File: src/hw/rtl/pts_pkg.sv
// Shared types and constants for the task scheduler.
// No dependencies.
package pts_pkg;
    localparam int TASK_SLOTS = 8;
    localparam int SLOT_W = $clog2(TASK_SLOTS);
    localparam int LINK_W = $clog2(TASK_SLOTS + 1);
    localparam logic [LINK_W-1:0] END_MARK = LINK_W'(TASK_SLOTS);
    localparam logic [7:0] IDLE_PRIORITY = 8'd255;

    localparam logic [1:0] KIND_CREATE = 2'd0;
    localparam logic [1:0] KIND_START  = 2'd1;
    localparam logic [1:0] KIND_DELAY  = 2'd2;
    localparam logic [1:0] KIND_TICK   = 2'd3;

    localparam logic [1:0] ST_OK   = 2'd0;
    localparam logic [1:0] ST_FULL = 2'd1;
    localparam logic [1:0] ST_IDLE = 2'd2;

    typedef struct packed {
        logic [1:0]  kind;
        logic [7:0]  task_priority;
        logic [15:0] delay_ticks;
    } in_word_t;

    typedef struct packed {
        logic [2:0]  running_task;
        logic        running_valid;
        logic        switched;
        logic [15:0] switch_count;
        logic [15:0] tick_count;
        logic [1:0]  status;
    } out_word_t;

    // Controller commands to the datapath
    typedef enum logic [3:0] {
        CMD_NONE,
        CMD_LOAD,       // latch input word
        CMD_CREATE,     // allocate slot, start ready insert
        CMD_RINS_STEP,  // one step of ready list walk
        CMD_START,
        CMD_DELAY,      // unlink ready head, start delay insert
        CMD_DINS_STEP,  // one step of delay list walk
        CMD_TICK,       // decrement head delta
        CMD_REL_STEP,   // release one zero-delta head
        CMD_SCHED,      // dispatch ready head, build result
        CMD_DONE
    } cmd_t;

    typedef struct packed {
        logic [1:0] kind;
        logic       full;
        logic       delay_ok;
        logic       delay_idle;
        logic       rins_done;
        logic       dins_done;
        logic       rel_more;
    } stat_t;
endpackage

File: src/hw/rtl/pts_if.sv
// Valid/ready channel carrying one word of type word_t.
// Depends on nothing outside its parameter.
interface pts_if #(parameter type word_t = logic) ();
    logic  valid;
    logic  ready;
    word_t data;
    modport source (output valid, output data, input ready);
    modport sink (input valid, input data, output ready);
endinterface

File: src/hw/rtl/pts_ctrl.sv
// Sequencer for the task scheduler: walks the list operations step by step.
// Depends on pts_pkg.
module pts_ctrl (
    input  logic           clk,
    input  logic           rst_n,
    input  logic           in_valid,
    output logic           in_ready,
    output logic           out_valid,
    input  logic           out_ready,
    input  pts_pkg::stat_t stat,
    output pts_pkg::cmd_t  cmd
);
    import pts_pkg::*;

    typedef enum logic [2:0] {S_IDLE, S_DISP, S_RINS, S_DINS, S_REL, S_SCHED, S_OUT} state_t;
    state_t state_reg, state_next;
    logic out_valid_reg, out_valid_next;

    assign in_ready  = (state_reg == S_IDLE) && !out_valid_reg;
    assign out_valid = out_valid_reg;

    // Next state and command
    always_comb
    begin
        state_next = state_reg;
        out_valid_next = out_valid_reg && !out_ready;
        cmd = CMD_NONE;
        case (state_reg)
            S_IDLE:
            begin
                if (in_valid && in_ready)
                begin
                    cmd = CMD_LOAD;
                    state_next = S_DISP;
                end
            end
            S_DISP:
            begin
                state_next = S_SCHED;
                case (stat.kind)
                    KIND_CREATE:
                    begin
                        if (!stat.full)
                        begin
                            cmd = CMD_CREATE;
                            state_next = S_RINS;
                        end
                        else
                        begin
                            state_next = S_OUT;
                        end
                    end
                    KIND_START: cmd = CMD_START;
                    KIND_DELAY:
                    begin
                        if (stat.delay_ok && !stat.delay_idle)
                        begin
                            cmd = CMD_DELAY;
                            state_next = S_DINS;
                        end
                        else
                        begin
                            state_next = S_OUT;
                        end
                    end
                    default:
                    begin
                        cmd = CMD_TICK;
                        state_next = S_REL;
                    end
                endcase
            end
            S_RINS:
            begin
                cmd = CMD_RINS_STEP;
                if (stat.rins_done)
                begin
                    state_next = stat.rel_more || stat.kind == KIND_TICK ? S_REL : S_SCHED;
                end
            end
            S_DINS:
            begin
                cmd = CMD_DINS_STEP;
                if (stat.dins_done)
                begin
                    state_next = S_SCHED;
                end
            end
            S_REL:
            begin
                if (stat.rel_more)
                begin
                    cmd = CMD_REL_STEP;
                    state_next = S_RINS;
                end
                else
                begin
                    state_next = S_SCHED;
                end
            end
            S_SCHED:
            begin
                cmd = CMD_SCHED;
                state_next = S_OUT;
            end
            S_OUT:
            begin
                cmd = CMD_DONE;
                out_valid_next = 1'b1;
                state_next = S_IDLE;
            end
            default: state_next = S_IDLE;
        endcase
    end

    // State and registered outputs
    always_ff @(posedge clk or negedge rst_n)
    begin
        if (!rst_n)
        begin
            state_reg <= S_IDLE;
            out_valid_reg <= 1'b0;
        end
        else
        begin
            state_reg <= state_next;
            out_valid_reg <= out_valid_next;
        end
    end
endmodule

File: src/hw/rtl/pts_dp.sv
// Datapath for the task scheduler: slot tables, list walkers, counters.
// Depends on pts_pkg.
module pts_dp (
    input  logic                clk,
    input  logic                rst_n,
    input  pts_pkg::in_word_t   in_word,
    input  pts_pkg::cmd_t       cmd,
    output pts_pkg::stat_t      stat,
    output pts_pkg::out_word_t  out_word
);
    import pts_pkg::*;

    logic [7:0]        prio_reg  [TASK_SLOTS];
    logic [LINK_W-1:0] rlink_reg [TASK_SLOTS];
    logic [15:0]       delta_reg [TASK_SLOTS];
    logic [LINK_W-1:0] dlink_reg [TASK_SLOTS];
    logic [LINK_W-1:0] rfirst_reg, dfirst_reg, used_reg;
    logic [SLOT_W-1:0] cur_reg;
    logic              cur_valid_reg, started_reg;
    logic [15:0]       ticks_reg, switches_reg;
    in_word_t          word_reg;
    // walker state
    logic [SLOT_W-1:0] ins_reg;   // slot being inserted
    logic [LINK_W-1:0] walk_reg;  // predecessor, END_MARK means at list head
    logic [15:0]       d_reg;     // remaining delay during delay insert
    logic              done_reg;
    logic              sw_reg;
    logic [1:0]        status_reg;
    logic [1:0]        status_next;
    logic              disp_reg;

    logic [LINK_W-1:0] nxt;
    logic [SLOT_W-1:0] nxt_s, walk_s, rf_s, df_s;
    logic              nxt_valid;
    logic              go_here;

    assign rf_s = rfirst_reg[SLOT_W-1:0];
    assign df_s = dfirst_reg[SLOT_W-1:0];
    assign walk_s = walk_reg[SLOT_W-1:0];

    // Candidate successor of current walk position (ready or delay list)
    always_comb
    begin
        if (walk_reg == END_MARK)
        begin
            nxt = (cmd == CMD_DINS_STEP) ? dfirst_reg : rfirst_reg;
        end
        else
        begin
            nxt = (cmd == CMD_DINS_STEP) ? dlink_reg[walk_s] : rlink_reg[walk_s];
        end
        nxt_valid = nxt < END_MARK;
        nxt_s = nxt[SLOT_W-1:0];
        if (cmd == CMD_DINS_STEP)
        begin
            go_here = !nxt_valid ||
                      (walk_reg == END_MARK ? d_reg <= delta_reg[nxt_s]
                                            : delta_reg[nxt_s] >= d_reg);
        end
        else
        begin
            go_here = !nxt_valid ||
                      (walk_reg == END_MARK ? prio_reg[nxt_s] > prio_reg[ins_reg]
                                            : prio_reg[nxt_s] > prio_reg[ins_reg]);
        end
    end

    always_comb
    begin
        stat.kind       = word_reg.kind;
        stat.full       = used_reg >= END_MARK;
        stat.delay_ok   = cur_valid_reg && rfirst_reg < END_MARK;
        stat.delay_idle = rfirst_reg == '0;
        stat.rins_done  = done_reg || (cmd == CMD_RINS_STEP && go_here);
        stat.dins_done  = cmd == CMD_DINS_STEP && go_here;
        stat.rel_more   = dfirst_reg < END_MARK && delta_reg[df_s] == '0;
    end

    assign out_word.running_task  = cur_valid_reg ? 3'(cur_reg) : 3'd0;
    assign out_word.running_valid = cur_valid_reg;
    assign out_word.switched      = sw_reg;
    assign out_word.switch_count  = switches_reg;
    assign out_word.tick_count    = ticks_reg;
    assign out_word.status        = status_reg;

    // Payload tables and walk state
    always_ff @(posedge clk)
    begin
        case (cmd)
            CMD_LOAD:
            begin
                word_reg <= in_word;
                sw_reg <= 1'b0;
                done_reg <= 1'b0;
            end
            CMD_CREATE:
            begin
                ins_reg <= used_reg[SLOT_W-1:0];
                walk_reg <= END_MARK;
                done_reg <= 1'b0;
            end
            CMD_DELAY:
            begin
                ins_reg <= rf_s;
                walk_reg <= END_MARK;
                d_reg <= (word_reg.delay_ticks == '0) ? 16'd1 : word_reg.delay_ticks;
            end
            CMD_RINS_STEP:
            begin
                if (!done_reg && !go_here)
                begin
                    walk_reg <= nxt;
                end
                done_reg <= 1'b0;
            end
            CMD_DINS_STEP:
            begin
                if (go_here)
                begin
                    delta_reg[ins_reg] <= d_reg;
                    dlink_reg[ins_reg] <= nxt;
                    if (walk_reg != END_MARK)
                    begin
                        dlink_reg[walk_s] <= LINK_W'(ins_reg);
                    end
                    if (nxt_valid)
                    begin
                        delta_reg[nxt_s] <= delta_reg[nxt_s] - d_reg;
                    end
                end
                else
                begin
                    d_reg <= d_reg - delta_reg[nxt_s];
                    walk_reg <= nxt;
                end
            end
            CMD_TICK:
            begin
                if (dfirst_reg < END_MARK && delta_reg[df_s] != '0)
                begin
                    delta_reg[df_s] <= delta_reg[df_s] - 16'd1;
                end
            end
            CMD_REL_STEP:
            begin
                dlink_reg[df_s] <= END_MARK;
                ins_reg <= df_s;
                walk_reg <= END_MARK;
                done_reg <= 1'b0;
            end
            CMD_SCHED:
            begin
                if (started_reg && rfirst_reg < END_MARK)
                begin
                    sw_reg <= !cur_valid_reg || cur_reg != rf_s;
                end
            end
            default: ;
        endcase
        // status is fixed in the dispatch cycle
        if (disp_reg)
        begin
            status_reg <= status_next;
        end
    end

    // Control state, ready list and priorities with reset values
    always_ff @(posedge clk or negedge rst_n)
    begin
        if (!rst_n)
        begin
            for (int i = 0; i < TASK_SLOTS; i++)
            begin
                prio_reg[i]  <= (i == 0) ? IDLE_PRIORITY : 8'd0;
                rlink_reg[i] <= END_MARK;
            end
            rfirst_reg    <= '0;
            dfirst_reg    <= END_MARK;
            used_reg      <= LINK_W'(1);
            cur_reg       <= '0;
            cur_valid_reg <= 1'b0;
            started_reg   <= 1'b0;
            ticks_reg     <= '0;
            switches_reg  <= '0;
        end
        else
        begin
            case (cmd)
                CMD_CREATE:
                begin
                    prio_reg[used_reg[SLOT_W-1:0]] <= word_reg.task_priority;
                    used_reg <= used_reg + LINK_W'(1);
                end
                CMD_START: started_reg <= 1'b1;
                CMD_TICK: ticks_reg <= ticks_reg + 16'd1;
                CMD_DELAY: rfirst_reg <= rlink_reg[rf_s];
                CMD_RINS_STEP:
                begin
                    if (!done_reg && go_here)
                    begin
                        rlink_reg[ins_reg] <= nxt;
                        if (walk_reg == END_MARK)
                        begin
                            rfirst_reg <= LINK_W'(ins_reg);
                        end
                        else
                        begin
                            rlink_reg[walk_s] <= LINK_W'(ins_reg);
                        end
                    end
                end
                CMD_DINS_STEP:
                begin
                    if (go_here && walk_reg == END_MARK)
                    begin
                        dfirst_reg <= LINK_W'(ins_reg);
                    end
                end
                CMD_REL_STEP: dfirst_reg <= dlink_reg[df_s];
                CMD_SCHED:
                begin
                    if (started_reg && rfirst_reg < END_MARK)
                    begin
                        if (cur_valid_reg && cur_reg != rf_s)
                        begin
                            switches_reg <= switches_reg + 16'd1;
                        end
                        cur_reg <= rf_s;
                        cur_valid_reg <= 1'b1;
                    end
                end
                default: ;
            endcase
        end
    end

    // Status code, set in the dispatch cycle
    always_comb
    begin
        status_next = ST_OK;
        if (word_reg.kind == KIND_CREATE && stat.full)
        begin
            status_next = ST_FULL;
        end
        else if (word_reg.kind == KIND_DELAY && stat.delay_ok && stat.delay_idle)
        begin
            status_next = ST_IDLE;
        end
    end

    // Marks the cycle after a word is loaded
    always_ff @(posedge clk or negedge rst_n)
    begin
        if (!rst_n)
        begin
            disp_reg <= 1'b0;
        end
        else
        begin
            disp_reg <= cmd == CMD_LOAD;
        end
    end
endmodule

File: src/hw/rtl/priority_task_scheduler_with_delays_core.sv
// Top level of the priority task scheduler with delay list.
// Depends on pts_pkg, pts_if, pts_ctrl and pts_dp.
// One word in, one result word out; the next word is taken only after the
// result has been taken. A refused create, a refused delay or a delay before
// start goes straight from dispatch to the result; every other word ends by
// dispatching the ready head. A create inserts the new task by walking the
// ready list; a delay unlinks the ready head and inserts it by walking the
// delay list; a tick decrements the delay-list head delta and then releases
// each zero-delta head: the unlink and its ready-list walk. One list entry is
// visited per cycle. The result is held until it is taken, and the next word
// can be accepted in the cycle after the result is taken.
module priority_task_scheduler_with_delays_core (
    input  logic  clk,
    input  logic  rst_n,
    pts_if.sink   in_ch,
    pts_if.source out_ch
);
    import pts_pkg::*;

    cmd_t  cmd;
    stat_t stat;

    pts_ctrl u_ctrl (
        .clk(clk), .rst_n(rst_n),
        .in_valid(in_ch.valid), .in_ready(in_ch.ready),
        .out_valid(out_ch.valid), .out_ready(out_ch.ready),
        .stat(stat), .cmd(cmd)
    );

    pts_dp u_dp (
        .clk(clk), .rst_n(rst_n),
        .in_word(in_ch.data), .cmd(cmd), .stat(stat), .out_word(out_ch.data)
    );
endmodule

File: src/flat_wrapper.sv
// flat-port wrapper written by rule: the top's interface ports become plain ports
module priority_task_scheduler_with_delays_core_flat import pts_pkg::*;
  (clk, rst_n, in_ch_valid, in_ch_data, in_ch_ready, out_ch_valid, out_ch_data, out_ch_ready);
  pts_if in_ch_i ();
  pts_if out_ch_i ();
  input  logic clk;
  input  logic rst_n;
  input wire logic [$bits(in_ch_i.valid)-1:0] in_ch_valid;
  input wire logic [$bits(in_ch_i.data)-1:0] in_ch_data;
  output wire logic [$bits(in_ch_i.ready)-1:0] in_ch_ready;
  output wire logic [$bits(out_ch_i.valid)-1:0] out_ch_valid;
  output wire logic [$bits(out_ch_i.data)-1:0] out_ch_data;
  input wire logic [$bits(out_ch_i.ready)-1:0] out_ch_ready;
  assign in_ch_i.valid = in_ch_valid;
  assign in_ch_i.data = in_ch_data;
  assign in_ch_ready = in_ch_i.ready;
  assign out_ch_valid = out_ch_i.valid;
  assign out_ch_data = out_ch_i.data;
  assign out_ch_i.ready = out_ch_ready;
  priority_task_scheduler_with_delays_core u_core (.clk(clk), .rst_n(rst_n), .in_ch(in_ch_i), .out_ch(out_ch_i));
endmodule
File: config.mk
export PLATFORM = sky130hd
export DESIGN_NAME = priority_task_scheduler_with_delays_core_flat
export DESIGN_NICKNAME = d
export VERILOG_FILES = /design/src/hw/rtl/pts_pkg.sv /design/src/hw/rtl/pts_if.sv /design/src/hw/rtl/pts_ctrl.sv /design/src/hw/rtl/pts_dp.sv /design/src/hw/rtl/priority_task_scheduler_with_delays_core.sv /design/src/flat_wrapper.sv
export SDC_FILE = /design/constraint.sdc
export NUM_CORES = 1
export LEC_CHECK = 0
export BUFFER_PORTS_ARGS = -buffer_cell sky130_fd_sc_hd__clkbuf_2
export CAP_MARGIN = 10
export CORE_MARGIN = 3
export CORE_UTILIZATION = 60
export CTS_BUF_LIST = sky130_fd_sc_hd__clkbuf_16
export DETAILED_ROUTE_END_ITERATION = 16
export GPL_TIMING_DRIVEN = 1
export PLACE_DENSITY = 0.76
export SLEW_MARGIN = 30
export SYNTH_ARGS = -nofsm -noshare
export SYNTH_HDL_FRONTEND = slang
export SYNTH_SLANG_ARGS = --single-unit
File: constraint.sdc
create_clock -name clk -period 13 [get_ports clk]
set_clock_uncertainty 0.05 [all_clocks]
set_input_delay 0.65 -clock clk [delete_from_list [all_inputs] [get_ports clk]]
set_output_delay 0.65 -clock clk [all_outputs]
set_load 0.03 [all_outputs]
# == Word-level counts from Yosys, hierarchy flattened ==
# Memories as Yosys holds them, arrays and structs flattened. A register that Yosys moved wholly into a read port is not among the register bits.
# Index checks and enable logic that the tools add are counted.
# op_classes
reduce_logical,36
n_addsub,4
eq_ne,23
n_lt_le_gt_ge,14
muxes,72
bitwise_logic,7
# op_table
cell,count
bitwise AND 64 bit,1
bitwise mux 32 bit,2
inverter 64 bit,1
2-to-1 mux 4 bit,15
binary-select mux 8 bit (select 3 bit),2
2-to-1 mux 8 bit,5
logical NOT 16 bit,2
2-to-1 mux 16 bit,2
2-to-1 mux 32 bit,1
case mux 16 bit (2 select lines),1
subtractor 16 bit,2
case mux 4 bit (7 select lines),1
binary-select mux 4 bit (select 3 bit),2
demux 4 bit (select 3 bit),2
demux 8 bit (select 3 bit),1
>= comparator 4 bit (second input constant),6
2-to-1 mux 1 bit,24
2-to-1 mux 3 bit,8
case mux 4 bit (2 select lines),3
inverter 3 -> 4 bit,5
case mux 3 bit (6 select lines),1
>= comparator 16 bit,1
less-or-equal comparator 16 bit,1
nonzero test 16 bit,1
29 further kinds,66
# word_totals
mem_count,2
output_inout_bits,3
register_bits,138
word_cells,185
ram_bits,160
# memory_table
name,words,width,rd,rd_clocked_by_memory_dff,wr,line_no,rtl
u_core.u_dp.delta_reg,8,16,2,0,2,pts_dp.sv:15,logic [15:0] delta_reg [TASK_SLOTS];
u_core.u_dp.dlink_reg,8,4,2,1,2,pts_dp.sv:16,logic [LINK_W-1:0] dlink_reg [TASK_SLOTS];

# == Logic depth before layout (Yosys ltp) ==
# Gate-level depths: netlist of run 1.
# logic_depth
word_depth,19
mapped_depth,24
mapped_depth_nobuf,17

# == Hierarchy ==
# From an unflattened synthesis of run 1, not the netlist that was laid out.
# hier_totals
hier_cells,2069
area_unflattened_um2,21988.6
# modules_own_cells
module,area_each_um2,instances,cells_each,seq_area_each_um2
pts_dp,21633.2,1,2021,10022.1
pts_ctrl,351.6,1,47,100.1
priority_task_scheduler_with_delays_core,3.8,1,1,0.0

# == Least setup slack after synthesis of run 1 ==
# Ideal clock, no wire load.
# synth_timing
kind,reg2reg
from,register u_core.u_dp.walk_reg[0]
to,memory u_core.u_dp.delta_reg[5][0] (enable)
setup_slack_ns,7.087
required_time_ns,12.539
path_stages_with_launch,21
arrival_time_ns,5.452
cell_sequence,edfxtp_1 -> buf_6 -> or4b_4 -> buf_6 -> or3_4 -> o211a_2 -> nand3_1 -> buf_2 -> o22ai_1 -> or4b_1 -> ha_1 -> inv_1 -> fa_1 -> nand3_1 -> a21oi_1 -> o21bai_1 -> a211o_1 -> nand4_4 -> nand2_1 -> buf_2 -> o21ai_0
# synth_lines
element,line_no,rtl
start: declaration,pts_dp.sv:24,logic [LINK_W-1:0] walk_reg;
start signal: assignment,pts_dp.sv:112,walk_reg <= nxt;
start signal: assignment,pts_dp.sv:134,walk_reg <= nxt;
end: declaration,pts_dp.sv:15,

==> metrics.md, run 1 <==
| Metric | Value |
|---|---|
| Cell internal pwr | `1.51 mW` |
| YS warnings | `0` |
| CP max FO | `28` |
| Post-Syn Instances | `1,581` |
| Syn Area/Cell | `11.3 um2` |
| Clock root cell | `clkbuf_16` |
| Post-Syn Area | `17,900 um2` |
| Synth async-reset ratio | `37.7%` |
| Initial drt markers | `2,274` |
| Fill count | `2,216` |
| Startpoint Class | `flip-flop` |
| Flops & latches, synth | `300` |
| Final period util | `64.4%` |
| Largest area contributor in the netlist | `edfxtp_1` |
| Post-CTS setup buffer count | `0` |
| Fin area | `about 19,000 um2` |
| Total Power | `1.93 mW` |
| Drt total wl | `53,300 um` |
| Status | `finished clean` |
| Ys flop type | `edfxtp_1` |
| Drt drc | `0` |
| Die Width | `179 um` |
| Initial antenna violation count | `0` |
| Clk slew on worst S/H paths | `0.06 ns` |
| Setup-failing EPs final | `0` |
| Layout cell share with drive strength beyond 1 | `19.3%` |
| EDFF count, synth | `176` |
| Met1 GRT Util | `44.4%` |
| GRT Overall Usage | `33.1%` |
| Sequential Area | `8360 um2` |
| Maxcap violations | `0` |
| RSZ-0062 raised after global routing | `no` |
| Met3 usage | `about 6.6%` |
| IO Pins | `8` |
| Clock Path Buffers | `3` |
| Pwr Density | `101 nW/um2` |
| Syn nets | `1,631` |
| GR peak layer | `met2` |
| Most numerous cell in the Yosys netlist | `edfxtp_1` |
| Hold Crit Class | `input port to flip-flop` |
| H-tree depth | `2` |
| Row count | `62` |
| CTS tree | `done` |
| Most frequent cells after synthesis | `edfxtp_1 (176), o22ai_1 (123), dfrtp_1 (95)` |
| Final Hold Vio Count | `0` |
| Setup_tns | `0 ns` |
| GR Util met2 | `roughly 52%` |
| Layout area overhead | `6.75%` |
| Clock Power Share | `~48%` |
| Multi-input gate area | `8860 um2` |
| Vias in the first global route | `13,800` |
| First-pass GRT wire length | `80,600 um` |
| Vias | `14,200` |
| Top cell type's share of synthesized area | `29.5%` |
| Slew @ Worst Pin | `0.974 ns` |
| Leakage | `6.76 nW` |
| Clock sinks | `300` |
| Seq/Total Area, Yosys | `46.6%` |
| Final core occ | `65.8%` |
| Largest net degree at the start of global routing | `87` |
| DR vias/cell | `between 7 and 8` |
| Grt total ovfl | `0` |
| Placement Cell Area | `18,100 um2` |
| DRT antenna net count | `0` |
| Max reg flops | `128` |
| Final RePlAce weighted congestion | `~0.95` |
| Nets | `1,587` |
| Worst Setup End Kind | `flip-flop` |
| Post-CTS sizing | `0` |
| WP data required | `13.23 ns` |
| Combinational power share | `0.4%` |
| Crit path time final | `~8.4 ns` |
| Die area | `32,000 um2` |
| Sw frac | `21.5%` |
| Iteration count of the initial detailed-routing pass | `8` |
| Clock latency on the worst-skew pair | `0.54 ns` |
| CTS Buf Count | `34` |
| Slew margin rel. | `35.1%` |
| Top post-synthesis cells by area | `edfxtp_1 (29%), dfrtp_1 (13%), mux2_2 (5.3%), o22ai_1 (4.3%), mux4_2 (3.8%)` |
| Port bufs | `6` |
| Die Y | `179 um` |
| Routed len/inst | `around 27 um` |
| Diode count | `0` |
| Arrival time worst endpoint | `8.60 ns` |
| Max VDD drop | `0.102 mV` |
| Max-slew violations | `0` |
| Sw Pwr | `about 0.42 mW` |
| Critical Setup Path Class | `flip-flop to flip-flop` |
| Core area | `a little under 30,000 um2` |
| Initial Util | `61.6%` |
| Fmax | `119 MHz` |
| DP Wirelength | `~35,000 um` |
| Flop pwr share | `between 50% and 60%` |
| Cell variety after synth | `90` |
| Hold Buf Count CTS | `1` |
==> metal layers <==
metal  wire length (um)  part of all wire (%)
met5                  0                     0
met4               2760                   5.2
met3               5850                    11
met2              24200                    45
met1              20500                    38
==> power groups by stage <==
stage / clock network (mW) / registers [mW] / logic [mW]
finish: 0.923 / 1.00 / 0.00786
floorplan: 0 / 1.02 / 0.0000612
global route: 0.963 / 1.00 / 0.00925
global placement: 0 / 1.02 / 0.00781
detailed placement: 0 / 1.02 / 0.00799
CTS: 0.924 / 1.00 / 0.00821
==> placed cells by master (no fill, tap or decap), types with 10 or more instances in the layout <==
cell type and n:
edfxtp_1 176, o22ai_1 123, dfrtp_1 94, nor2_1 93, mux2_2 85, nand2_1 70
a21oi_1 64, inv_1 51, o21ai_0 50, nor4_1 43, nand3_1 43, ha_1 43
and2_1 41, a22oi_1 39, mux2_4 36, nor2b_1 35, clkbuf_16 35, mux4_2 30
nor3_1 28, mux2i_1 28, buf_4 22, or4_1 21, xnor2_1 18, dfstp_2 18
nand4_1 16, a2bb2oi_1 15, a21o_1 14, o211ai_1 12, dfxtp_1 11, nand2b_1 10
==> worst paths after layout <==
check | end | slack [ns] | depth (start not counted) | from
worst max-delay path | u_core.u_dp.delta_reg[1][3] | 4.63 | 16 | u_core.u_dp.walk_reg[1]
worst min-delay path | u_core.u_ctrl.out_valid | 0.34 | 3 | out_ch_ready
worst max register to register | u_core.u_dp.delta_reg[1][3] | 4.63 | 16 | u_core.u_dp.walk_reg[1]
worst min register to register | u_core.u_dp.status_reg[0] | 0.40 | 0 | u_core.u_dp.disp_reg
max in group asynchronous | u_core.u_dp.prio_reg[48] | 11.26 | 3 | rst_n
min in group asynchronous | u_core.u_ctrl.state_reg[1] | 0.55 | 2 | rst_n
==> critical path, stage by stage (launching register included) <==
cell and delay (ns):
edfxtp_1 0.74, nor4b_4 0.90, o21ai_0 0.44, o211ai_4 0.68, nand3_2 0.77, o22a_1 0.50, nor4b_1 0.16, ha_1 0.23
fa_1 0.43, nand2b_1 0.18, a211oi_1 0.21, nor2_1 0.12, o31ai_2 0.50, nand4_4 0.50, nand2_1 0.93, o21ai_2 0.42
buf_4 0.32
==> logic make-up after synthesis <==
group	share of synthesized area (%)
DFF	46.6
AOI/OAI and AO/OA	15.4
buffers and inverters	4.48
xor gates and xnor gates	1.22
adders and majority gates	3.22
muxes	14.1
and+or+nand+nor	15.0
==> cell type report <==
class | count | share of cell area, %
well taps | 384 | 2.51
inverters | 47 | 0.922
flip-flops and latches | 300 | 43.7
clock inverters | 27 | 0.915
multi-input cells | 1125 | 46.3
repair buffers | 29 | 1.10
clock buffers | 35 | 4.58
==> metrics by stage <==
step,worst slack (ns),std cells,hold WS (ns)
floorplan,7.09,1581,0.304
global placement,5.19,1884,0.382
detailed placement,4.92,1884,0.387
CTS,4.94,1947,0.337
global route,4.34,1947,0.345
finish,4.63,1947,0.343
(Power assumes the default switching activity.)
==> inputs of run 2 (changes only) <==
==> constraint.sdc (replaced) <==
create_clock -name clk -period 7.9 [get_ports clk]
set_clock_uncertainty 0.05 [all_clocks]
set_input_delay 0.395 -clock clk [delete_from_list [all_inputs] [get_ports clk]]
set_output_delay 0.395 -clock clk [all_outputs]
set_load 0.03 [all_outputs]
==> metrics.md, run 2 (synthesis results as in run 1) <==
| Metric | Value |
|---|---|
| Layout cell share with drive strength beyond 1 | `19.7% (+0.44 points)` |
| Pwr Density | `164 nW/um2 (+63%)` |
| Flop pwr share | `51.9% (about the same)` |
| First-pass GRT wire length | `81,100 um (+0.59%)` |
| CP max FO | `22 (-21%)` |
| Combinational power share | `0.4% (about the same)` |
| Clock Power Share | `47.7% (about the same)` |
| Most frequent cells in the layout | `edfxtp_1 (176), o22ai_1 (123), dfrtp_1 (94)` |
| Worst R2R Path Depth | `15 (-1)` |
| Clock Path Buffers | `3 (unchanged)` |
| Row count | `62 (unchanged)` |
| H-tree depth | `2 (unchanged)` |
| RR Endpoint | `u_core.u_dp.delta_reg[1][5]` |
| CTS Buf Count | `35 (+2.9%)` |
| Iteration count of the initial detailed-routing pass | `7 (-1)` |
| Worst R2R Setup Slack | `0.59 ns (-4.04 ns)` |
| Worst Setup End Kind | `flip-flop` |
| Leakage | `6.85 nW (+1.3%)` |
| Inst Count DP | `1,898 (+0.74%)` |
| Post-CTS setup buffer count | `0 (unchanged)` |
| Slew @ Worst Pin | `1.04 ns (+0.0671 ns)` |
| Slew margin rel. | `30.6% (-4.5 points)` |
| Drt total wl | `52,600 um (-1.3%)` |
| Critical Setup Path Class | `flip-flop to flip-flop` |
| Initial Util | `61.6% (unchanged)` |
| Startpoint Class | `flip-flop` |
| Setup-failing EPs final | `0 (unchanged)` |
| Drt drc | `0 (unchanged)` |
| WP data required | `7.99 ns (-5.24 ns)` |
| Die area | `32,000 um2 (unchanged)` |
| Clock root cell | `clkbuf_16` |
| Diode count | `0 (unchanged)` |
| Final RePlAce weighted congestion | `0.956 (+0.29%)` |
| Clock latency on the worst-skew pair | `0.52 ns (-0.02 ns)` |
| Setup_tns | `0 ns (unchanged)` |
| Sw frac | `20.8% (-0.73 points)` |
| Initial drt markers | `2,297 (+1.0%)` |
| DRT antenna net count | `0 (unchanged)` |
| Clk slew on worst S/H paths | `0.06 ns (about the same)` |
| Vias in the first global route | `14,100 (+2.2%)` |
| RSZ-0062 raised after global routing | `no` |
| CTS tree | `done` |
| Max incr delay on CP | `0.73 ns (-0.20 ns)` |
| DP Wirelength | `35,800 um (+2.2%)` |
| Layout area overhead | `7.47%` |
| Leading cell type in the layout, fill and taps excluded | `edfxtp_1` |
| Status | `finished clean` |
| Max reg flops | `128 (unchanged)` |
| Crit path time final | `7.31 ns (-1.06 ns)` |
| Arrival time worst endpoint | `7.39 ns (-1.21 ns)` |
| Die Width | `179 um (unchanged)` |
| Final Hold Vio Count | `0 (unchanged)` |
| Port bufs | `6 (unchanged)` |
| Routed len/inst | `26.8 um (-2.1%)` |
| Vias | `14,100 (-1.1%)` |
| DR vias/cell | `7.18 (-1.9%)` |
| Initial antenna violation count | `0 (unchanged)` |
| Fmax | `137 MHz (+15%)` |
| Post-Layout Cell Count | `1,963 (+0.82%)` |
| GRT Overall Usage | `33.1% (-0.062 points)` |
| Largest net degree at the start of global routing | `62 (-29%)` |
| Nets | `1,602 (+0.95%)` |
| Hold Buf Count CTS | `1 (unchanged)` |
| Core area | `29,100 um2 (unchanged)` |
| Clock sinks | `300 (unchanged)` |
| Sw Pwr | `0.660 mW (+59%)` |
| Cell internal pwr | `2.51 mW (+66%)` |
| Die Y | `179 um (unchanged)` |
| Post-CTS sizing | `0 (unchanged)` |
| Worst path cell trace | `mux4_2 > mux2i_1 > o21ai_0 > o211ai_4 > nand3_2 > o22ai_1 > nor4_1 > ha_1 > and2_1 > nand3_1 > o21bai_1 > a211o_1 > a31oi_4 > nand4b_4 > o21ai_4` |
| Max VDD drop | `0.164 mV (+61%)` |
| Maxcap violations | `0 (unchanged)` |
| Grt total ovfl | `0 (unchanged)` |
| Max-slew violations | `0 (unchanged)` |
| CP max-delay cell | `nand3_2` |
| Final period util | `92.5% (+28 points)` |
| IO Pins | `8 (unchanged)` |
| Critical Path Sink | `u_core.u_dp.delta_reg[1][5]` |
| Hold Crit Class | `input port to flip-flop` |
==> run 2: cell count changes in the layout (fill, tap and decap cells not counted), sizes merged <==
cell,change
clkbuf,+1
clkinvlp,-2
inv,+3
buf,+14
==> run 2: layout make-up <==
class | instances | area, um2
Sequential cell | 300 | 8360
Fill cell | 2205 | 9820
Tap cell | 384 | 480
Clock inverter | 28 | 164
Multi-Input combinational cell | 1125 | 8880
Inverter | 47 | 176
Clock buffer | 36 | 901
Timing Repair Buffer | 43 | 313
==> run 2: routing by layer <==
metal / share of wire [%] / GRT usage [%] / vias to the layer above
li1: - / - / 6083
met1: 38 / 43.2 / 6877
met2: 48 / 54.5 / 945
met3: 10 / 5.95 / 188
met4: 4.2 / 13.9 / 0
met5: 0 / 0 / -
==> run 2: metrics by stage <==
stage                     util (%)  instance area (um2)  worst slack [ns]  power, mW  hold WS (ns)
final                         66.2                19300             0.595       3.17        0.0967
after global routing          66.2                19300             0.324       3.24         0.109
after CTS                     66.2                19300             0.751       3.17        0.0929
after detailed placement      62.5                18200             0.789       1.69         0.390
after global placement        62.3                18100             0.800       1.69         0.382
after floorplan                  -                17900              1.99       1.68        0.0494
==> run 2: worst min-delay path by stage <==
stage / end / depth (start not counted) / slack, ns / start
floorplan: u_core.u_ctrl.out_valid / 0 / 0.05 / rst_n
detailed placement: u_core.u_dp.status_reg[0] / 0 / 0.39 / u_core.u_dp.disp_reg
CTS: u_core.u_ctrl.out_valid / 3 / 0.09 / out_ch_ready
global placement: u_core.u_dp.status_reg[0] / 0 / 0.38 / u_core.u_dp.disp_reg
global route: u_core.u_ctrl.out_valid / 3 / 0.11 / out_ch_ready
finish: u_core.u_ctrl.out_valid / 3 / 0.1 / out_ch_ready
==> run 2: worst max-delay path: cells and delay by family (launching register included) <==
kind | cells | cell delay [ns]
flops | 1 | 0.65
simple gates | 5 | 1.90
mux | 2 | 0.79
fa+ha+maj | 1 | 0.48
compound gates | 7 | 3.02
==> run 2: power groups by stage <==
stage               registers, mW  clock network, mW  logic (mW)
floorplan                    1.68                  0   0.0000983
global route                 1.65               1.58      0.0151
detailed placement           1.68                  0      0.0131
CTS                          1.65               1.51      0.0135
finish                       1.65               1.51      0.0127
global placement             1.68                  0      0.0128
